File: config.mk
export PLATFORM = sky130hd
export DESIGN_NAME = encoder_speed_position_tracker_top
export DESIGN_NICKNAME = d
export VERILOG_FILES = /design/src/sv/esp_pkg.sv /design/src/sv/encoder_speed_position_tracker_top.sv /design/src/sv/esp_div.sv
export SDC_FILE = /design/constraint.sdc
export NUM_CORES = 2
export LEC_CHECK = 0
export BUFFER_PORTS_ARGS = -buffer_cell sky130_fd_sc_hd__clkbuf_2
export CAP_MARGIN = 20
export CORE_MARGIN = 2
export CORE_UTILIZATION = 35
export CTS_CLUSTER_SIZE = 40
export DETAILED_ROUTE_END_ITERATION = 10
export GPL_ROUTABILITY_DRIVEN = 1
export PLACE_DENSITY = 0.56
export SLEW_MARGIN = 20
export SYNTH_ARGS = -nofsm -noshare
export SYNTH_HDL_FRONTEND = slang
export SYNTH_SLANG_ARGS = --single-unit
File: constraint.sdc
create_clock -name i_clk -period 11.6 [get_ports i_clk]
set_input_delay 2.32 -clock i_clk [delete_from_list [all_inputs] [get_ports i_clk]]
set_output_delay 2.32 -clock i_clk [all_outputs]
set_load 0.03 [all_outputs]
File: src/sv/esp_pkg.sv
// Package: shared types and constants for the encoder speed and position tracker.
package esp_pkg;

    // Item codes.
    localparam logic [1:0] OP_OVF    = 2'd0;
    localparam logic [1:0] OP_CAP    = 2'd1;
    localparam logic [1:0] OP_SAMPLE = 2'd2;

    // Register indexes.
    localparam logic [2:0] CFG_TICKS_PER_OVF = 3'd0;
    localparam logic [2:0] CFG_TICK_RATE     = 3'd1;
    localparam logic [2:0] CFG_FREQ_LOW      = 3'd2;
    localparam logic [2:0] CFG_FREQ_HIGH     = 3'd3;
    localparam logic [2:0] CFG_EDGES_PER_STEP = 3'd4;
    localparam logic [2:0] CFG_CONTRACT_LIM  = 3'd5;
    localparam logic [2:0] CFG_EXTEND_LIM    = 3'd6;
    localparam logic [2:0] CFG_INIT_DIR      = 3'd7;

    // Register reset values.
    localparam logic [16:0] RST_TICKS_PER_OVF  = 17'd65532;
    localparam logic [26:0] RST_TICK_RATE      = 27'd1000000;
    localparam logic [15:0] RST_FREQ_LOW       = 16'd10;
    localparam logic [15:0] RST_FREQ_HIGH      = 16'd1200;
    localparam logic [7:0]  RST_EDGES_PER_STEP = 8'd1;
    localparam logic [31:0] RST_CONTRACT_LIM   = 32'd1000;
    localparam logic [31:0] RST_EXTEND_LIM     = 32'd0;
    localparam logic        RST_INIT_DIR       = 1'b1;

    // Divider geometry.
    localparam int         DIV_W      = 32;
    localparam int         ITER_W     = 6;
    localparam int         RATE_W     = 27;
    localparam logic [5:0] FREQ_ITERS = 6'd27;

    typedef struct packed {
        logic              start;
        logic [ITER_W-1:0] iters;     // quotient bits to produce
        logic [DIV_W-1:0]  dividend;  // left aligned
        logic [DIV_W-1:0]  divisor;
    } t_div_req;

    typedef struct packed {
        logic             done;
        logic [DIV_W-1:0] quotient;
    } t_div_rsp;

endpackage

File: src/sv/encoder_speed_position_tracker_top.sv
// Top level: encoder period capture, frequency measurement and position tracking.
// Timer overflow and capture-edge items are absorbed in the cycle they are
// accepted. A sample request runs a short sequence: one 32x17 multiply for the
// overflow ticks, one add for the capture difference, then two divisions on a
// shared restoring divider that makes one quotient bit per cycle: 27 bits for
// tick_rate_hz / ticks and EDGE_COUNT_BITS bits for edge_count / edges_per_step.
// The frequency division is skipped when the elapsed tick count is zero.
// The input is stalled from a sample's acceptance until its result is loaded
// into the output register; a result waiting there does not block overflow or
// capture items. frequency_hz is zero when ticks is zero or the quotient lies
// outside [freq_low, freq_high]. Position wraps modulo 2^32; at the limits the
// wanted direction turns (extend limit checked first and wins). The start
// direction register is accepted but has no visible effect: reset restores it
// to extend, and that is what the wanted direction loads. Registers are
// written through a plain write port with no read-back; the user must write
// them only while the block is idle, and the block does not enforce this.
module encoder_speed_position_tracker_top
    import esp_pkg::*;
#(
    parameter int TIMER_BITS      = 16,
    parameter int EDGE_COUNT_BITS = 16
) (
    input  logic                  i_clk,
    input  logic                  i_rst_n,
    // register write port
    input  logic                  i_cfg_we,
    input  logic [2:0]            i_cfg_index,
    input  logic [31:0]           i_cfg_data,
    // input items
    input  logic                  i_in_valid,
    output logic                  o_in_stall,
    input  logic [1:0]            i_opcode,
    input  logic [TIMER_BITS-1:0] i_capture_value,
    input  logic                  i_chan_b,
    // result items
    output logic                  o_out_valid,
    input  logic                  i_out_stall,
    output logic [15:0]           o_frequency_hz,
    output logic signed [31:0]    o_position,
    output logic                  o_moving_direction,
    output logic                  o_wanted_direction
);

    localparam int ECB_PAD = DIV_W - EDGE_COUNT_BITS;

    typedef enum logic [8:0] {
        S_IDLE   = 9'b000000001,
        S_MUL    = 9'b000000010,
        S_ADD    = 9'b000000100,
        S_FSTART = 9'b000001000,
        S_FWAIT  = 9'b000010000,
        S_SSTART = 9'b000100000,
        S_SWAIT  = 9'b001000000,
        S_LIM    = 9'b010000000,
        S_OUT    = 9'b100000000
    } t_state;

    t_state r_state, n_state;

    // configuration
    logic [16:0]        r_tpo;
    logic [26:0]        r_rate;
    logic [15:0]        r_flow;
    logic [15:0]        r_fhigh;
    logic [7:0]         r_eps;
    logic signed [31:0] r_clim;
    logic signed [31:0] r_elim;

    // tracking state
    logic [31:0]                r_ovf_cnt;
    logic [TIMER_BITS-1:0]      r_cap_prev, r_cap_last;
    logic [31:0]                r_ovf_prev, r_ovf_last;
    logic                       r_chb_last;
    logic [EDGE_COUNT_BITS-1:0] r_edge_cnt;
    logic signed [31:0]         r_pos;
    logic                       r_wdir;
    logic                       r_mdir;

    // sample working registers
    logic [31:0] r_ticks;
    logic [15:0] r_freq;

    // output register
    logic               r_out_valid;
    logic [15:0]        r_out_freq;
    logic signed [31:0] r_out_pos;
    logic               r_out_mdir;
    logic               r_out_wdir;

    logic        w_in_acc;
    logic        w_out_load;
    logic [48:0] w_prod;
    logic [31:0] w_cap_diff;
    logic [31:0] w_steps;
    logic [31:0] w_new_pos;
    logic [7:0]  w_eps;

    t_div_req w_div_req;
    t_div_rsp w_div_rsp;

    assign o_in_stall = (r_state != S_IDLE);
    assign w_in_acc   = i_in_valid && !o_in_stall;
    assign w_out_load = (r_state == S_OUT) && (!r_out_valid || !i_out_stall);

    assign w_prod     = {17'b0, DIV_W'(r_ovf_last - r_ovf_prev)} * {32'b0, r_tpo};
    assign w_cap_diff = 32'(r_cap_last) - 32'(r_cap_prev);
    assign w_eps      = (r_eps == 8'd0) ? 8'd1 : r_eps;
    assign w_steps    = w_div_rsp.quotient;
    assign w_new_pos  = r_chb_last ? 32'(r_pos) + w_steps : 32'(r_pos) - w_steps;

    // shared divider request
    always_comb begin
        w_div_req.start    = 1'b0;
        w_div_req.iters    = FREQ_ITERS;
        w_div_req.dividend = {r_rate, (DIV_W - RATE_W)'(0)};
        w_div_req.divisor  = r_ticks;
        if (r_state == S_FSTART) begin
            w_div_req.start = (r_ticks != 32'd0);
        end else if (r_state == S_SSTART) begin
            w_div_req.start    = 1'b1;
            w_div_req.iters    = ITER_W'(EDGE_COUNT_BITS);
            w_div_req.dividend = DIV_W'(r_edge_cnt) << ECB_PAD;
            w_div_req.divisor  = {24'b0, w_eps};
        end else if (r_state == S_SWAIT) begin
            // divisor is held for the whole step division
            w_div_req.divisor  = {24'b0, w_eps};
        end
    end

    esp_div u_div (
        .i_clk   (i_clk),
        .i_rst_n (i_rst_n),
        .i_req   (w_div_req),
        .o_rsp   (w_div_rsp)
    );

    // sequencer
    always_comb begin
        n_state = r_state;
        unique case (r_state)
            S_IDLE:   if (w_in_acc && i_opcode == OP_SAMPLE) n_state = S_MUL;
            S_MUL:    n_state = S_ADD;
            S_ADD:    n_state = S_FSTART;
            S_FSTART: n_state = (r_ticks != 32'd0) ? S_FWAIT : S_SSTART;
            S_FWAIT:  if (w_div_rsp.done) n_state = S_SSTART;
            S_SSTART: n_state = S_SWAIT;
            S_SWAIT:  if (w_div_rsp.done) n_state = S_LIM;
            S_LIM:    n_state = S_OUT;
            S_OUT:    if (w_out_load) n_state = S_IDLE;
            default:  n_state = S_IDLE;
        endcase
    end

    always_ff @(posedge i_clk) begin
        if (!i_rst_n) begin
            r_state <= S_IDLE;
        end else begin
            r_state <= n_state;
        end
    end

    // configuration registers
    always_ff @(posedge i_clk) begin
        if (!i_rst_n) begin
            r_tpo   <= RST_TICKS_PER_OVF;
            r_rate  <= RST_TICK_RATE;
            r_flow  <= RST_FREQ_LOW;
            r_fhigh <= RST_FREQ_HIGH;
            r_eps   <= RST_EDGES_PER_STEP;
            r_clim  <= RST_CONTRACT_LIM;
            r_elim  <= RST_EXTEND_LIM;
        end else if (i_cfg_we) begin
            unique case (i_cfg_index)
                CFG_TICKS_PER_OVF:  r_tpo   <= i_cfg_data[16:0];
                CFG_TICK_RATE:      r_rate  <= i_cfg_data[26:0];
                CFG_FREQ_LOW:       r_flow  <= i_cfg_data[15:0];
                CFG_FREQ_HIGH:      r_fhigh <= i_cfg_data[15:0];
                CFG_EDGES_PER_STEP: r_eps   <= i_cfg_data[7:0];
                CFG_CONTRACT_LIM:   r_clim  <= i_cfg_data;
                CFG_EXTEND_LIM:     r_elim  <= i_cfg_data;
                // start direction: reset restores it before it could be used
                CFG_INIT_DIR:       ;
                default: ;
            endcase
        end
    end

    // tracking state
    always_ff @(posedge i_clk) begin
        if (!i_rst_n) begin
            r_ovf_cnt  <= '0;
            r_cap_prev <= '0;
            r_cap_last <= '0;
            r_ovf_prev <= '0;
            r_ovf_last <= '0;
            r_chb_last <= 1'b0;
            r_edge_cnt <= '0;
            r_pos      <= '0;
            r_wdir     <= RST_INIT_DIR;
            r_mdir     <= 1'b0;
        end else begin
            if (w_in_acc && i_opcode == OP_OVF) begin
                r_ovf_cnt <= r_ovf_cnt + 32'd1;
            end
            if (w_in_acc && i_opcode == OP_CAP) begin
                r_cap_prev <= r_cap_last;
                r_cap_last <= i_capture_value;
                r_ovf_prev <= r_ovf_last;
                r_ovf_last <= r_ovf_cnt;
                r_chb_last <= i_chan_b;
                r_edge_cnt <= r_edge_cnt + 1'b1;
            end
            if (r_state == S_SWAIT && w_div_rsp.done) begin
                r_pos      <= w_new_pos;
                r_mdir     <= r_chb_last;
                r_edge_cnt <= '0;
            end
            if (r_state == S_LIM) begin
                // extend limit is checked first and wins
                priority if (r_pos <= r_elim) begin
                    r_wdir <= 1'b1;
                end else if (r_pos >= r_clim) begin
                    r_wdir <= 1'b0;
                end
            end
        end
    end

    // elapsed ticks and frequency
    always_ff @(posedge i_clk) begin
        if (r_state == S_MUL) begin
            r_ticks <= w_prod[31:0];
        end else if (r_state == S_ADD) begin
            r_ticks <= r_ticks + w_cap_diff;
        end
        if (r_state == S_FSTART && r_ticks == 32'd0) begin
            r_freq <= '0;
        end else if (r_state == S_FWAIT && w_div_rsp.done) begin
            if (w_div_rsp.quotient > {16'b0, r_fhigh} || w_div_rsp.quotient < {16'b0, r_flow}) begin
                r_freq <= '0;
            end else begin
                r_freq <= w_div_rsp.quotient[15:0];
            end
        end
    end

    // output register
    always_ff @(posedge i_clk) begin
        if (!i_rst_n) begin
            r_out_valid <= 1'b0;
        end else if (w_out_load) begin
            r_out_valid <= 1'b1;
        end else if (!i_out_stall) begin
            r_out_valid <= 1'b0;
        end
        if (w_out_load) begin
            r_out_freq <= r_freq;
            r_out_pos  <= r_pos;
            r_out_mdir <= r_mdir;
            r_out_wdir <= r_wdir;
        end
    end

    assign o_out_valid        = r_out_valid;
    assign o_frequency_hz     = r_out_freq;
    assign o_position         = r_out_pos;
    assign o_moving_direction = r_out_mdir;
    assign o_wanted_direction = r_out_wdir;

`ifndef SYNTHESIS
    a_sample_blocks: assert property (@(posedge i_clk) disable iff (!i_rst_n)
        w_in_acc && i_opcode == OP_SAMPLE |=> o_in_stall)
        else $error("sample item did not block the input");
    a_ovf_count: assert property (@(posedge i_clk) disable iff (!i_rst_n)
        w_in_acc && i_opcode == OP_OVF |=> r_ovf_cnt == $past(r_ovf_cnt) + 32'd1)
        else $error("overflow item not counted");
    a_div_done_state: assert property (@(posedge i_clk) disable iff (!i_rst_n)
        w_div_rsp.done |-> (r_state == S_FWAIT || r_state == S_SWAIT))
        else $error("divider finished outside a wait state");
    a_edges_cleared: assert property (@(posedge i_clk) disable iff (!i_rst_n)
        r_state == S_LIM |-> r_edge_cnt == '0)
        else $error("edge count not cleared by sample");
`endif

endmodule

File: src/sv/esp_div.sv
// Shared restoring divider: one quotient bit per cycle.
module esp_div
    import esp_pkg::*;
(
    input  logic     i_clk,
    input  logic     i_rst_n,
    input  t_div_req i_req,
    output t_div_rsp o_rsp
);

    logic              r_busy, n_busy;
    logic              r_done, n_done;
    logic [ITER_W-1:0] r_cnt, n_cnt;
    logic [DIV_W-1:0]  r_rem, n_rem;
    logic [DIV_W-1:0]  r_q, n_q;
    logic [DIV_W:0]    w_trial;
    logic              w_fit;

    assign w_trial = {r_rem, r_q[DIV_W-1]};
    assign w_fit   = (w_trial >= {1'b0, i_req.divisor});

    always_comb begin
        n_busy = r_busy;
        n_done = 1'b0;
        n_cnt  = r_cnt;
        n_rem  = r_rem;
        n_q    = r_q;
        if (i_req.start) begin
            n_busy = 1'b1;
            n_cnt  = i_req.iters;
            n_rem  = '0;
            n_q    = i_req.dividend;
        end else if (r_busy) begin
            n_rem = w_fit ? DIV_W'(w_trial - {1'b0, i_req.divisor}) : w_trial[DIV_W-1:0];
            n_q   = {r_q[DIV_W-2:0], w_fit};
            n_cnt = r_cnt - 1'b1;
            if (r_cnt == ITER_W'(1)) begin
                n_busy = 1'b0;
                n_done = 1'b1;
            end
        end
    end

    always_ff @(posedge i_clk) begin
        if (!i_rst_n) begin
            r_busy <= 1'b0;
            r_done <= 1'b0;
            r_cnt  <= '0;
        end else begin
            r_busy <= n_busy;
            r_done <= n_done;
            r_cnt  <= n_cnt;
        end
        r_rem <= n_rem;
        r_q   <= n_q;
    end

    assign o_rsp.done     = r_done;
    assign o_rsp.quotient = r_q;

`ifndef SYNTHESIS
    a_done_after_busy: assert property (@(posedge i_clk) disable iff (!i_rst_n)
        o_rsp.done |-> $past(r_busy))
        else $error("divider done without a running division");
    a_start_busy: assert property (@(posedge i_clk) disable iff (!i_rst_n)
        i_req.start && i_req.iters != '0 |=> r_busy)
        else $error("divider did not start");
    a_no_restart: assert property (@(posedge i_clk) disable iff (!i_rst_n)
        r_busy |-> !i_req.start)
        else $error("divider restarted while busy");
`endif

endmodule
==> flow_metrics.py <==
metrics = {
    "route": {
        "viasPerCell": 5.00,
        "drc": 0,
        "drtIter0Drc": 1908,
        "wirelength_mm": 109,
        "vias": 32400,
        "drtPass1Iterations": 5,
        "antenna_left": 0,
        "wl_per_cell_um": 16.8,
    },
    "critical_path": {
        "critPathKind": "reg2reg",
        "end_kind": "register",
        "r2r_slack_ps": 2100,
        "timing.rr.start": "r_ovf_last[0]",
        "critPathMaxFanout": 12,
        "rr_worst_depth": 33,
        "slowest_delay_ps": 580,
        "critPathLaunchType": "register",
        "cp.required_ps": 11950,
        "worstPathArrival_ps": 9850,
        "cp_common_cell": "fa_1",
        "slowest_stage": "fa_1",
        "r2r_end": "r_ticks[31]",
    },
    "placed_design": {
        "routabilityCongestion": 0.875,
        "placed_cells": 6365,
        "port_buffers": 110,
        "place_hpwl_mm": 81.0,
    },
    "timing": {
        "layout_worst_path_cycle_share_pct": 81.9,
        "slew_headroom_pct": 22.5,
        "hold_viol": 0,
        "drv_slew": 0,
        "finalSetupViolCount": 0,
        "timing.setup.tns_ps": 0,
        "worst_pin_slew_ps": 1160,
        "min_period_ps": 9500,
        "clock.fmax_mhz": 105,
        "clock_skew_ps": 68.6,
        "rsz0062_at_grt": "no",
    },
    "yosys": {
        "ys_ff_latch": 507,
        "synth_top_area_share_pct": 19.1,
        "synth_area_leaders": "dfxtp_1 19%, fa_1 16%, ha_1 9.4%",
        "synth_cells": 4877,
        "syn_area_sq_um": 41200,
        "synth_top_flop_cell": "dfxtp_1",
        "yosys.area.top_type": "dfxtp_1",
        "netlist-cell-type-count": 82,
        "synth_nets": 5568,
        "yosysWarnings": 0,
        "synth.avg_cell_area_sq_um": 8.44,
        "synth-seq-area-share_pct": 27.4,
        "synth_edf_count": 114,
        "synthArstFlopShare_pct": 0,
    },
    "min_path": {
        "hold_class": "reg2reg",
        "hold_path_end": "o_frequency_hz[8]",
        "hold_depth": 0,
        "min-delay-start": "r_freq[8]",
    },
    "cts": {
        "postCtsSetupRepairBufs": 0,
        "cts_max_level": 2,
        "cts_num_sinks": 507,
        "cts_hold_buf": 0,
        "cts_tree": "yes",
        "cts_buffer_depth": 3,
        "ctsRootBufferMaster": "clkbuf_16",
        "cts.clk_slew.worst_paths_ps": 60,
        "cts_buffers": 61,
        "clock_latency_ps": 690,
        "cts.repair.resized": 0,
    },
    "status": {
        "outcome": "finished, final reports clean",
    },
    "global_routing": {
        "grt.overflow.total": 0,
        "busiest_layer": "met2",
        "grtUsageMet2_pct": 29.9,
        "grt_pass1_wl_mm": 176,
        "grt_pass1_vias": 31900,
        "gr-usage-met1_pct": 24.4,
        "grt_max_degree": 133,
        "grt_util_all_layers_pct": 18.1,
        "met3_usage_pct": 2.67,
        "antenna_found_initial": 4,
    },
    "cells_and_area": {
        "final_util_pct": 39.2,
        "final_common_cell": "nand2_1",
        "final_cells": 6483,
        "area_growth_pct": 10.7,
        "final_cell_mix": "944 x nand2_1, 610 x inv_1, 391 x dfxtp_1, 324 x fa_1, 308 x ha_1",
        "n_fill_cell": 11900,
        "seq_area_sq_um": 11300,
        "multi_input_area_sq_um": 26900,
        "finalNetCount": 5596,
        "layout-drive-gt1-share_pct": 6.35,
    },
    "die": {
        "die_w_um": 347,
        "dieHeight_um": 347,
        "initial_core_util_pct": 35.4,
        "die_area_sq_um": 120000,
        "num_rows": 125,
        "coreArea_sq_um": 116000,
        "pin_count": 111,
    },
    "power": {
        "p_total_mw": 4.87,
        "irDropWorstVdd_mv": 0.148,
        "powerDensity_nw_per_um2": 107,
        "leakage_nw": 19.6,
    },
    "job": {
        "max_cap_viol_count": 0,
    },
}
-- per-layer routing --
layer  routed length, um  part of all wire, %
met5                  41                0.038
met4                3020                  2.8
met3                4520                  4.2
met2               50400                   46
met1               50800                   47
-- where the power goes --
part           internal [mW]  switching, mW  total [mW]  leakage (nW)
registers               1.87         0.0435        1.91          4.22
clock network           1.21          0.814        2.03          1.07
logic                  0.381          0.545       0.926          14.3
total                   3.46           1.40        4.87          19.6
-- how the worst max path moves through the flow --
stage	from	to	slack, ps
after global placement	r_ovf_last[0]	r_ticks[31]	2280
after detailed placement	r_ovf_last[0]	r_ticks[31]	2090
after CTS	r_ovf_last[0]	r_ticks[31]	2050
after global routing	r_ovf_last[0]	r_ticks[31]	1490
after floorplan	r_ovf_last[0]	r_ticks[31]	2870
final	r_ovf_last[0]	r_ticks[31]	2100
-- area by class of cell --
type	instances	area share (%)
clock buffer	84	3.83
tap	1524	4.18
multi-input combinational	3560	59.1
sequential	507	24.8
inverter	610	5.03
timing repair buffer	165	2.16
clock inverter	31	0.909
antenna	2	0.0110
-- synthesized netlist by cell type (22+ instances only) --
master,count
a31oi_1,41
and3_1,29
ha_1,308
o211ai_1,29
nor3_1,46
nor2b_1,65
o21bai_1,22
xnor2_1,132
nand4_1,50
o21a_1,23
clkbuf_1,189
a21boi_0,240
nor2_1,182
o21ai_0,177
dfxtp_1,393
a21o_1,93
and2_1,206
a21oi_1,181
nand2_1,945
fa_1,324
edfxtp_1,114
nand2b_1,55
inv_1,610
xor2_1,89
nand3_1,89
-- cell families after synthesis --
| logic type | count (synthesis) | share of synthesized area [%] |
|---|---|---|
| muxes | 16 | 0.407 |
| AOI/OAI and AO/OA | 932 | 15.0 |
| DFF | 507 | 27.4 |
| xor gates and xnor gates | 227 | 5.02 |
| adders and majority gates | 632 | 25.1 |
| and+or+nand+nor | 1753 | 19.6 |
| buffers and inverters | 810 | 7.39 |
-- stage by stage --
step / area, sq um / hold slack (ps) / setup slack (ps)
after global routing: 45600 / 452 / 1490
after detailed placement: 43400 / 419 / 2090
after CTS: 45500 / 427 / 2050
final: 45600 / 435 / 2100
after global placement: 43400 / 417 / 2280
after floorplan: 41200 / 408 / 2870
-- sequential cells by signal, indices dropped and copies added (netlist names), 27 cells and up --
signal	cells
u_div.r_rem	32
u_div.r_q	32
r_ovf_prev	32
o_position	32
r_rate	27
r_clim	32
r_pos	32
r_elim	32
r_ticks	32
r_ovf_cnt	32
r_ovf_last	32
-- worst max-delay path, delay by kind of cell (launching register included) --
family	cells	cell delay, ps
fa+ha+maj	9	4120
compound gates	10	2120
xor+xnor	4	1300
simple gates	4	720
buf+inv	5	540
flops	1	350
mux	1	60
Power figures use the tool's default switching activity.
